`config.mk`:
```
export PLATFORM = sky130hd
export DESIGN_NAME = priority_semaphore_bank_top
export DESIGN_NICKNAME = d
export VERILOG_FILES = /design/src/rtl/psb_pkg.sv /design/src/rtl/psb_ctrl.sv /design/src/rtl/psb_dp.sv /design/src/rtl/priority_semaphore_bank_top.sv
export SDC_FILE = /design/constraint.sdc
export NUM_CORES = 2
export LEC_CHECK = 0
export BUFFER_PORTS_ARGS = -buffer_cell sky130_fd_sc_hd__buf_2
export CAP_MARGIN = 10
export CELL_PAD_IN_SITES_DETAIL_PLACEMENT = 1
export CELL_PAD_IN_SITES_GLOBAL_PLACEMENT = 1
export CORE_MARGIN = 5
export CORE_UTILIZATION = 50
export CTS_BUF_LIST = sky130_fd_sc_hd__clkbuf_8
export CTS_CLUSTER_DIAMETER = 200
export DETAILED_ROUTE_END_ITERATION = 12
export PLACE_DENSITY_LB_ADDON = 0.1
export SKIP_LAST_GASP = 1
export SYNTH_ARGS = -nofsm -noshare
export SYNTH_HDL_FRONTEND = slang
export SYNTH_HIERARCHICAL = 1
export SYNTH_SLANG_ARGS = --single-unit
export TNS_END_PERCENT = 50
```
`constraint.sdc`:
```
create_clock -name clk_i -period 21.9 [get_ports clk_i]
set_input_delay 2.19 -clock clk_i [delete_from_list [all_inputs] [get_ports clk_i]]
set_output_delay 2.19 -clock clk_i [all_outputs]
set_load 0.01 [all_outputs]
```
`src/rtl/psb_pkg.sv`:
```
`timescale 1ns / 1ps
// ----------------------------------------------------------------------------
// psb_pkg: shared types and constants for the priority semaphore bank.
// Holds the request and response items, command and status codes, and the
// command and status structs that join the controller and the datapath.
// ----------------------------------------------------------------------------
package psb_pkg;

  localparam int unsigned NumSemaphoresDef = 16;
  localparam int unsigned NumThreadsDef    = 32;
  localparam int unsigned PriorityBitsDef  = 6;
  localparam int unsigned CountBitsDef     = 16;

  localparam logic [2:0] CMD_INIT     = 3'd0;
  localparam logic [2:0] CMD_DOWN     = 3'd1;
  localparam logic [2:0] CMD_TRY_DOWN = 3'd2;
  localparam logic [2:0] CMD_UP       = 3'd3;
  localparam logic [2:0] CMD_PRIO     = 3'd4;

  localparam logic [3:0] ST_ACQUIRED     = 4'd0;
  localparam logic [3:0] ST_QUEUED       = 4'd1;
  localparam logic [3:0] ST_TRY_FAILED   = 4'd2;
  localparam logic [3:0] ST_UP_NO_WAITER = 4'd3;
  localparam logic [3:0] ST_UP_WOKE      = 4'd4;
  localparam logic [3:0] ST_QUEUE_FULL   = 4'd5;
  localparam logic [3:0] ST_INITIALIZED  = 4'd6;
  localparam logic [3:0] ST_UP_SATURATED = 4'd7;
  localparam logic [3:0] ST_PRIO_UPDATED = 4'd8;
  localparam logic [3:0] ST_NOT_WAITING  = 4'd9;

  typedef struct packed {
    logic [2:0]  command;
    logic [3:0]  sema_id;
    logic [4:0]  thread_id;
    logic [5:0]  priority_req;
    logic [15:0] init_value;
  } req_t;

  typedef struct packed {
    logic [3:0]  status;
    logic [4:0]  woken_thread;
    logic [5:0]  woken_priority;
    logic        preempt;
    logic [15:0] count_after;
  } rsp_t;

  // Controller to datapath.
  typedef struct packed {
    logic load;      // capture the request
    logic scan_init; // clear scan state
    logic scan_step; // examine one waiter slot
    logic commit;    // apply the command and build the response
  } psb_cmd_t;

  // Datapath to controller.
  typedef struct packed {
    logic scan_last; // the slot under examination is the last one
  } psb_stat_t;

endpackage

```
`src/rtl/psb_ctrl.sv`:
```
`timescale 1ns / 1ps
// ----------------------------------------------------------------------------
// psb_ctrl: sequencer of the priority semaphore bank.
// Accepts one item, walks the waiter table, commits, then holds the result.
// ----------------------------------------------------------------------------
module psb_ctrl (
  input  logic              clk_i,
  input  logic              rst_ni,
  input  logic              in_valid_i,
  output logic              in_stall_o,
  output logic              out_valid_o,
  input  logic              out_stall_i,
  output psb_pkg::psb_cmd_t cmd_o,
  input  psb_pkg::psb_stat_t stat_i
);
  import psb_pkg::*;

  typedef enum logic [3:0] {
    S_IDLE   = 4'b0001,
    S_SCAN   = 4'b0010,
    S_COMMIT = 4'b0100,
    S_OUT    = 4'b1000
  } state_e;

  state_e state_q, state_d;
  logic   in_fire, out_fire;

  // A new item may enter while the previous result is taken.
  assign out_valid_o = (state_q == S_OUT);
  assign out_fire    = out_valid_o && !out_stall_i;
  assign in_stall_o  = !((state_q == S_IDLE) || out_fire);
  assign in_fire     = in_valid_i && !in_stall_o;

  always_comb begin
    state_d = state_q;
    cmd_o   = '0;
    unique case (state_q)
      S_IDLE: begin
        if (in_fire) begin
          cmd_o.load      = 1'b1;
          cmd_o.scan_init = 1'b1;
          state_d         = S_SCAN;
        end
      end
      S_SCAN: begin
        cmd_o.scan_step = 1'b1;
        if (stat_i.scan_last) state_d = S_COMMIT;
      end
      S_COMMIT: begin
        cmd_o.commit = 1'b1;
        state_d      = S_OUT;
      end
      S_OUT: begin
        if (out_fire) begin
          if (in_fire) begin
            cmd_o.load      = 1'b1;
            cmd_o.scan_init = 1'b1;
            state_d         = S_SCAN;
          end else begin
            state_d = S_IDLE;
          end
        end
      end
      default: state_d = S_IDLE;
    endcase
  end

  always_ff @(posedge clk_i or negedge rst_ni) begin
    if (!rst_ni) state_q <= S_IDLE;
    else         state_q <= state_d;
  end

  a_onehot: assert property (@(posedge clk_i) disable iff (!rst_ni) $onehot(state_q))
    else $error("state not one-hot");
  a_commit_then_out: assert property (@(posedge clk_i) disable iff (!rst_ni)
    cmd_o.commit |=> out_valid_o) else $error("commit without result");
  a_no_load_busy: assert property (@(posedge clk_i) disable iff (!rst_ni)
    (state_q == S_SCAN || state_q == S_COMMIT) |-> in_stall_o)
    else $error("accepted item while busy");

endmodule

```
`src/rtl/psb_dp.sv`:
```
`timescale 1ns / 1ps
// ----------------------------------------------------------------------------
// psb_dp: datapath of the priority semaphore bank.
// Holds counts, waiter table and arrival counter; scans one slot per cycle.
// ----------------------------------------------------------------------------
module psb_dp #(
  parameter int unsigned NumSemaphores = psb_pkg::NumSemaphoresDef,
  parameter int unsigned NumThreads    = psb_pkg::NumThreadsDef,
  parameter int unsigned PriorityBits  = psb_pkg::PriorityBitsDef,
  parameter int unsigned CountBits     = psb_pkg::CountBitsDef
) (
  input  logic               clk_i,
  input  logic               rst_ni,
  input  psb_pkg::req_t      req_i,
  input  psb_pkg::psb_cmd_t  cmd_i,
  output psb_pkg::psb_stat_t stat_o,
  output psb_pkg::rsp_t      rsp_o
);
  import psb_pkg::*;

  localparam int unsigned SW = (NumSemaphores > 1) ? $clog2(NumSemaphores) : 1;
  localparam int unsigned TW = (NumThreads > 1) ? $clog2(NumThreads) : 1;
  localparam logic [CountBits-1:0] CountMax = {CountBits{1'b1}};

  logic [CountBits-1:0]    cnt_q   [NumSemaphores];
  logic [NumThreads-1:0]   wvalid_q;
  logic [SW-1:0]           wsema_q [NumThreads];
  logic [PriorityBits-1:0] wprio_q [NumThreads];
  logic [31:0]             wstamp_q[NumThreads];
  logic [31:0]             arrival_q;

  logic [2:0]              cmd_q;
  logic [SW-1:0]           sema_q;
  logic [4:0]              tid_q;
  logic [PriorityBits-1:0] prio_q;
  logic [15:0]             init_q;

  logic [TW-1:0]           idx_q;
  logic                    found_q;
  logic [TW-1:0]           best_q;
  logic [PriorityBits-1:0] best_prio_q;
  logic [31:0]             best_age_q;
  rsp_t                    rsp_q, rsp_d;

  logic [SW-1:0]           sema_map [16];
  logic [SW-1:0]           sema_in;
  logic [31:0]             age;
  logic                    better, match, has_slot;
  logic [CountBits-1:0]    cur;
  logic [CountBits-1:0]    init_sat;

  // Semaphore ids beyond the bank wrap around; the map is fixed at elaboration.
  for (genvar g = 0; g < 16; g++) begin : g_sema_map
    assign sema_map[g] = SW'(g % NumSemaphores);
  end

  assign sema_in = sema_map[req_i.sema_id];

  assign stat_o.scan_last = (32'(idx_q) == NumThreads - 1);
  assign age   = arrival_q - wstamp_q[idx_q];
  assign match = wvalid_q[idx_q] && (wsema_q[idx_q] == sema_q);
  assign better = match && (!found_q || wprio_q[idx_q] > best_prio_q ||
                  (wprio_q[idx_q] == best_prio_q && age > best_age_q));
  assign has_slot = (32'(tid_q) < NumThreads);
  assign cur = cnt_q[sema_q];
  assign init_sat = (CountBits >= 16) ? CountBits'(init_q) :
                    ((init_q > 16'(CountMax)) ? CountMax : CountBits'(init_q));

  always_ff @(posedge clk_i) begin
    if (cmd_i.load) begin
      cmd_q  <= req_i.command;
      sema_q <= sema_in;
      tid_q  <= req_i.thread_id;
      prio_q <= PriorityBits'(req_i.priority_req);
      init_q <= req_i.init_value;
    end
    if (cmd_i.scan_init) idx_q <= '0;
    else if (cmd_i.scan_step) idx_q <= idx_q + 1'b1;
    if (cmd_i.scan_step && better) begin
      best_q      <= idx_q;
      best_prio_q <= wprio_q[idx_q];
      best_age_q  <= age;
    end
    if (cmd_i.commit && cmd_q == CMD_DOWN && cur == '0 && has_slot) begin
      wsema_q [TW'(tid_q)] <= sema_q;
      wprio_q [TW'(tid_q)] <= prio_q;
      wstamp_q[TW'(tid_q)] <= arrival_q;
    end
    if (cmd_i.commit && cmd_q == CMD_PRIO && has_slot && wvalid_q[TW'(tid_q)])
      wprio_q[TW'(tid_q)] <= prio_q;
  end

  always_ff @(posedge clk_i or negedge rst_ni) begin
    if (!rst_ni) begin
      found_q   <= 1'b0;
      wvalid_q  <= '0;
      arrival_q <= '0;
      for (int i = 0; i < NumSemaphores; i++) cnt_q[i] <= '0;
    end else begin
      if (cmd_i.scan_init) found_q <= 1'b0;
      else if (cmd_i.scan_step && better) found_q <= 1'b1;
      if (cmd_i.commit) begin
        case (cmd_q)
          CMD_INIT: begin
            cnt_q[sema_q] <= init_sat;
            for (int i = 0; i < NumThreads; i++)
              if (wsema_q[i] == sema_q) wvalid_q[i] <= 1'b0;
          end
          CMD_DOWN: begin
            if (cur != '0) cnt_q[sema_q] <= cur - 1'b1;
            else if (has_slot) begin
              wvalid_q[TW'(tid_q)] <= 1'b1;
              arrival_q <= arrival_q + 32'd1;
            end
          end
          CMD_TRY_DOWN: if (cur != '0) cnt_q[sema_q] <= cur - 1'b1;
          CMD_UP: begin
            if (cur != CountMax) cnt_q[sema_q] <= cur + 1'b1;
            if (found_q) wvalid_q[best_q] <= 1'b0;
          end
          default: ;
        endcase
      end
    end
  end

  // Response, built at commit from the pre-commit state.
  always_comb begin
    rsp_d = '0;
    rsp_d.count_after = 16'(cur);
    case (cmd_q)
      CMD_INIT: begin
        rsp_d.status      = ST_INITIALIZED;
        rsp_d.count_after = 16'(init_sat);
      end
      CMD_DOWN, CMD_TRY_DOWN: begin
        if (cur != '0) begin
          rsp_d.status      = ST_ACQUIRED;
          rsp_d.count_after = 16'(cur - 1'b1);
        end else if (cmd_q == CMD_TRY_DOWN) rsp_d.status = ST_TRY_FAILED;
        else if (!has_slot) rsp_d.status = ST_QUEUE_FULL;
        else rsp_d.status = ST_QUEUED;
      end
      CMD_UP: begin
        rsp_d.count_after = (cur == CountMax) ? 16'(cur) : 16'(cur + 1'b1);
        if (found_q) begin
          rsp_d.status         = ST_UP_WOKE;
          rsp_d.woken_thread   = 5'(best_q);
          rsp_d.woken_priority = 6'(best_prio_q);
          rsp_d.preempt        = best_prio_q > prio_q;
        end else rsp_d.status = ST_UP_NO_WAITER;
        if (cur == CountMax) rsp_d.status = ST_UP_SATURATED;
      end
      CMD_PRIO: rsp_d.status = (has_slot && wvalid_q[TW'(tid_q)]) ?
                               ST_PRIO_UPDATED : ST_NOT_WAITING;
      default: rsp_d.status = ST_NOT_WAITING;
    endcase
  end

  always_ff @(posedge clk_i) begin
    if (cmd_i.commit) rsp_q <= rsp_d;
  end

  assign rsp_o = rsp_q;

  a_best_valid: assert property (@(posedge clk_i) disable iff (!rst_ni)
    (cmd_i.commit && cmd_q == CMD_UP && found_q) |-> wvalid_q[best_q])
    else $error("chosen waiter not valid");
  a_arrival: assert property (@(posedge clk_i) disable iff (!rst_ni)
    (arrival_q != $past(arrival_q)) |-> $past(cmd_i.commit))
    else $error("arrival counter moved outside commit");
  a_scan_idx: assert property (@(posedge clk_i) disable iff (!rst_ni)
    cmd_i.scan_init |=> (idx_q == '0)) else $error("scan index not cleared");

endmodule

```
`src/rtl/priority_semaphore_bank_top.sv`:
```
`timescale 1ns / 1ps
// ----------------------------------------------------------------------------
// priority_semaphore_bank_top: counting semaphores with priority waiters.
// Channels: request items enter on in_valid_i/in_stall_o/in_data_i and
// response items leave on out_valid_o/out_stall_i/out_data_o. An item is
// taken at a rising edge where valid is high and stall is low.
// Every request gives exactly one response. After acceptance the block
// walks the waiter slots one per cycle for the best-waiter scan, then
// commits and presents the response. Items are handled one at a time,
// so a new request is not taken before the previous response is taken;
// the serial walk over the waiter table sets the pace.
// The response stays on out_data_o while out_stall_i is high; a new request
// is taken in the same cycle its predecessor's response is taken.
// Reset clears all counts, waiter valid bits and the arrival counter at
// once; the block is ready in the first cycle after reset.
// ----------------------------------------------------------------------------
module priority_semaphore_bank_top #(
  parameter int unsigned NumSemaphores = psb_pkg::NumSemaphoresDef,
  parameter int unsigned NumThreads    = psb_pkg::NumThreadsDef,
  parameter int unsigned PriorityBits  = psb_pkg::PriorityBitsDef,
  parameter int unsigned CountBits     = psb_pkg::CountBitsDef
) (
  input  logic          clk_i,
  input  logic          rst_ni,
  input  logic          in_valid_i,
  output logic          in_stall_o,
  input  psb_pkg::req_t in_data_i,
  output logic          out_valid_o,
  input  logic          out_stall_i,
  output psb_pkg::rsp_t out_data_o
);
  import psb_pkg::*;

  psb_cmd_t  cmd;
  psb_stat_t stat;

  psb_ctrl u_ctrl (
    .clk_i, .rst_ni, .in_valid_i, .in_stall_o, .out_valid_o, .out_stall_i,
    .cmd_o(cmd), .stat_i(stat)
  );

  psb_dp #(
    .NumSemaphores(NumSemaphores), .NumThreads(NumThreads),
    .PriorityBits(PriorityBits), .CountBits(CountBits)
  ) u_dp (
    .clk_i, .rst_ni, .req_i(in_data_i), .cmd_i(cmd), .stat_o(stat),
    .rsp_o(out_data_o)
  );

endmodule
```
# Word-level counts from Yosys, hierarchy flattened
# Memories as Yosys holds them, arrays and structs flattened. A register that Yosys moved wholly into a read port is not among the register bits.
# Cells that the tools add are included.
[classes] addsub=5 magnitude_cmp=10 eq_ne=84 muxes=86 n_bitwise=7 n_reduce_logical=62
[ops] cell="256-bit bitwise mux" n=3
[ops] cell="256-bit case mux with 3 select lines" n=1
[ops] cell="256-bit two-way mux" n=2
[ops] cell="5-bit AND reduction" n=32
[ops] cell="4-bit == test" n=33
[ops] cell="32-bit case mux with 3 select lines" n=1
[ops] cell="16-bit two-way mux" n=5
[ops] cell="2-bit by 1-bit inequality test with 1-bit output (second input constant)" n=36
[ops] cell="16-bit binary-select mux with 4-bit select" n=1
[ops] cell="16-bit demux with 4-bit select" n=1
[ops] cell="32-bit two-way mux" n=2
[ops] cell="16-bit case mux with 3 select lines" n=1
[ops] cell="1-bit two-way mux" n=45
[ops] cell="32-bit by 1-bit adder with 32-bit output (second input constant)" n=1
[ops] cell="32-bit AND" n=1
[ops] cell="32-bit greater-than comparator" n=1
[ops] cell="32-bit NOT" n=1
[ops] cell="32-bit OR" n=1
[ops] cell="4-bit case mux with 4 select lines" n=2
[ops] cell="32-bit subtractor" n=1
[ops] cell="5-bit two-way mux" n=6
[ops] cell="4-bit two-way mux" n=5
[ops] cell="5-bit by 6-bit less-than comparator with 1-bit output (second input constant)" n=3
[ops] cell="16-bit by 1-bit adder with 16-bit output (second input constant)" n=1
[ops] cell="39 further kinds" n=68
[totals] register_bits=435 mem_bits_rw=1344 mem_bits_ro=64 inputBits=38 word_cells=322 n_memories=4
[memory_table] memory="u_dp.wstamp_q" depth=32 width=32 rd=1 rd_clocked_by_memory_dff=1 wr=1 line_no="psb_dp.sv:29" text="logic [31:0] wstamp_q[NumThreads];"
[memory_table] memory="u_dp.wprio_q" depth=32 width=6 rd=1 rd_clocked_by_memory_dff=1 wr=1 line_no="psb_dp.sv:28" text="logic [PriorityBits-1:0] wprio_q [NumThreads];"
[memory_table] memory="u_dp.wsema_q" depth=32 width=4 rd=33 rd_clocked_by_memory_dff=1 wr=1 line_no="psb_dp.sv:27" text="logic [SW-1:0] wsema_q [NumThreads];"
[memory_table] memory="(name not given)" depth=16 width=4 rd=1 rd_clocked_by_memory_dff=1 wr=0 line_no="psb_dp.sv:57" text="assign sema_in = sema_map[req_i.sema_id];"

# Depth between registers and ports, before layout
[logic_depth] ltp_word=9 depth_mapped=27

# Modules after synthesis
# Netlist, hierarchy kept.
[by_module_without_submodules] module="psb_dp" n_inst=1 cells_per_inst=4384 area_each_um2=75462.4 seq_area_each_um2=51864.7
[by_module_without_submodules] module="psb_ctrl" n_inst=1 cells_per_inst=26 area_each_um2=264.0 seq_area_each_um2=101.3

# Least setup slack after synthesis
# OpenSTA, ideal clock, no wires.
[synth_path] path_type="reg-to-reg" startpoint="reg with a tool-made name" endpoint="reg u_dp.best_age_q[0] (enable)" setup_time_ps=458 arrival_time_ps=8827 t_required_ps=21442 path_slack_ps=12615 path_stages_with_launch=26 path_buffers=5 synth_period_minus_slack_ps=9285 cell_sequence="dfxtp_1 -> buf_1 -> buf_2 -> clkbuf_1 -> buf_1 -> buf_1 -> mux4_2 -> mux4_2 -> mux2i_1 -> ha_1 -> nor2b_1 -> o31a_1 -> o41ai_1 -> a211oi_1 -> o311ai_0 -> a31o_2 -> o21ai_0 -> a21oi_1 -> xnor2_1 -> ha_1 -> nand4_1 -> o211ai_1 -> a2111oi_0 -> a21oi_1 -> o31ai_1 -> a21oi_1"
[synth_rtl] item="end signal, assigned" line_no="psb_dp.sv:82" text="best_age_q <= age;"
[synth_rtl] item="end, declared" line_no="psb_dp.sv:42" text="logic [31:0] best_age_q;"

==> flow_summary_export.csv <==
group,metric,value,unit
status,outcome,"completed",
flow_run,drv_cap,0,
synth,synth-seq-cells,1788,
timing,final.setup.tns,0,ns
power_and_ir_drop,powerDensity,89.54,nW/µm²
worst_setup_path,cp_max_fo,46,
timing,tightest_slew,1.162,ns
floorplan,start_util,0.5044,
power_and_ir_drop,max-vdd-ir-drop,0.06050,mV
worst_setup_path,cp.required,22.49,ns
cts,cts-root-buf,"clkbuf_8",
cells_and_area,nNetsFinal,4787,
drt,firstDrtPassIters,5,
worst_setup_path,crit_top_cell,"buf_4",
cells_and_area,layout_commonest_cell,"edfxtp_1",
global_routing,gr-total-overflow,0,
global_routing,grt_pass1_wl,304300,µm
cts,clock_path_buffers,4,
floorplan,die_y,399.2,µm
global_routing,grt_pass1_vias,44720,
timing,timing.final.max_slew_violations,0,
worst_setup_path,reg2regPathDepth,25,
cells_and_area,seqCellArea,51980,µm²
placement,io_buffers,71,
min_path,hold_depth,2,
power_and_ir_drop,fin_total_pwr,7.550,mW
cts,clock-sinks,1788,
power_and_ir_drop,leakage,25.85,nW
global_routing,antenna_found_initial,3,
cts,cts_setup_buffers,0,
floorplan,die_x,399.2,µm
worst_setup_path,end_kind,"flip-flop",
synth,yosysTopAreaCell,"edfxtp_1",
synth,netlist_area,75730,µm²
synth,yosysSeqAreaShare,0.6862,
worst_setup_path,max_stage_delay,0.98,ns
timing,rsz0062_at_grt,"no",
cells_and_area,final_cell_mix,"edfxtp_1, mux4_2, clkbuf_8",
timing,period_needed,11.26,ns
cells_and_area,fillCellCount,13520,
timing,maxSlewHeadroom,0.2256,
floorplan,die_area,159300,µm²
synth,yosysWarnings,6,
floorplan,rows,142,
min_path,hold_path.class,"flip-flop to flip-flop",
worst_setup_path,crit_slowest_cell,"dfxtp_4",
synth,synthArstFlopShare,0.1818,
worst_setup_path,critical_path_class,"flip-flop to flip-flop",
drt,viasPerCell,6.129,
synth,synthFlopType,"edfxtp_1",
cts,h-tree-depth,5,
drt,drt.antenna.violating_nets,0,
cells_and_area,multiInputGateArea,22610,µm²
timing,fin_skew,0.07266,ns
global_routing,grt_max_degree,144,
placement,placed_area,78700,µm²
worst_setup_path,arrival,11.85,ns
placement,dpl.hpwl,114700,µm
synth,synth_edf_count,1453,
cells_and_area,drive_gt1_frac,0.2394,
cells_and_area,area_growth,11.34,%
drt,wl,204100,µm
cts,clkTransAtPathRegs,0.06,ns
synth,synth_fp_nets,4529,
worst_setup_path,startpoint_type,"flip-flop",
cts,cts-buffers-inserted,317,
synth,avgSynthCellArea,17.17,µm²
drt,detail_route.wl_per_cell,29.53,µm
synth,synth_top_area_share,0.5762,
cts,cts_resized,0,
cells_and_area,postLayoutCellArea,84320,µm²
synth,synthTopCellsByArea,"edfxtp_1, mux4_2, dfrtp_1",
timing,fmax,88.83,MHz
cts,clk_latency,1.01,ns
drt,drt_iter0_drc,3513,
drt,drc,0,
placement,routabilityCongestion,0.8419,
timing,finalCritPeriodShare,0.5140,
timing,finalHoldViolCount,0,
synth,netlist_instances,4410,
timing,setup_violations,0,
floorplan,io_pins,72,
cts,cts_tree,"done",
global_routing,grt_use_total,0.2599,
synth,synthDistinctLibCells,84,
drt,vias,42370,
cts,ctsHoldBuffers,0,
floorplan,core-area,150100,µm²
==> cell families after synthesis <==
family	synth area share
AO/OA/AOI/OAI	0.04968
XOR/XNOR	0.02464
adder cells (fa/ha/maj)	0.01348
buffers and inverters	0.01864
flip-flops	0.6862
multiplexers	0.1567
AND/OR/NAND/NOR	0.05061
==> synth_stat cells, types with 10 or more instances <==
cell type and instances:
a41oi_1 16, dfxtp_1 10, clkbuf_1 146, mux4_2 502, mux2i_1 46, inv_1 83, a31oi_1 19, a221oi_1 16
a21oi_1 129, and2_1 28, o21ai_0 258, o31a_1 11, nand4_1 46, and3_1 16, ha_1 80, nand2_2 12
nand2_1 327, a21o_1 23, buf_1 45, nor2b_1 12, nor2_1 197, nand2b_1 15, a22oi_1 28, xnor2_1 190
xor2_1 23, buf_2 45, edfxtp_1 1453, dfrtp_1 324, nor4_1 12, nand3_1 42, o211ai_1 10, o21a_1 12
nor3_1 60
==> metal layers <==
| layer | vias up | GRT usage | share of wire |
|---|---|---|---|
| met4 | 0 | 0.06839 | 0.022 |
| li1 | 18000 | - | - |
| met2 | 1436 | 0.4177 | 0.49 |
| met5 | - | 0 | 0 |
| met3 | 312 | 0.04249 | 0.062 |
| met1 | 22620 | 0.3752 | 0.43 |
==> metrics by stage <==
| step | std cells | utilization | hold slack (ns) | worst slack [ns] |
|---|---|---|---|---|
| CTS | 6909 | 0.5613 | 0.4799 | 10.48 |
| floorplan | 4410 | - | 0.4323 | 12.61 |
| global route | 6912 | 0.5616 | 0.4934 | 9.932 |
| global placement | 6363 | 0.5242 | 0.4564 | 10.61 |
| detailed placement | 6363 | 0.5242 | 0.4679 | 10.53 |
| finish | 6912 | 0.5616 | 0.4733 | 10.64 |
==> power breakdown <==
group	total, mW	leakage [nW]	internal [mW]	switching, mW
logic	0.988	7.01	0.396	0.593
clock network	2.76	3.23	1.45	1.32
registers	3.80	15.6	3.71	0.0885
==> worst max-delay path: cells and delay by family, from the launching register on <==
family / cells / cell delay (ns)
AO/OA/AOI/OAI: 11 / 3.48
buffers and inverters: 5 / 3.53
flip-flops: 1 / 0.98
AND/OR/NAND/NOR: 3 / 0.29
XOR/XNOR: 1 / 0.11
adder cells (fa/ha/maj): 2 / 0.74
multiplexers: 3 / 1.48
==> layout make-up <==
cell class	instances	share of cell area
Inverter	87	0.003873
Clock inverter	206	0.01065
Clock buffer	340	0.05550
Multi-Input combinational cell	2284	0.2681
Sequential cell	1788	0.6165
Timing Repair Buffer	190	0.01536
Antenna cell	1	0.00002968
Tap cell	2016	0.02992
==> path summary, 6_finish.rpt <==
| check | from | end | slack [ns] |
|---|---|---|---|
| max | flip-flop | u_dp/best_age_q[18]$_DFFE_PP_ | 10.64 |
| min | flip-flop | flip-flop | 0.47 |
| max reg2reg | flip-flop | u_dp/best_age_q[18]$_DFFE_PP_ | 10.64 |
| min reg2reg | flip-flop | flip-flop | 0.47 |
| max in group asynchronous | rst_ni | async pin | 18.41 |
| min in group asynchronous | rst_ni | async pin | 1.28 |
(Power assumes the default switching activity.)
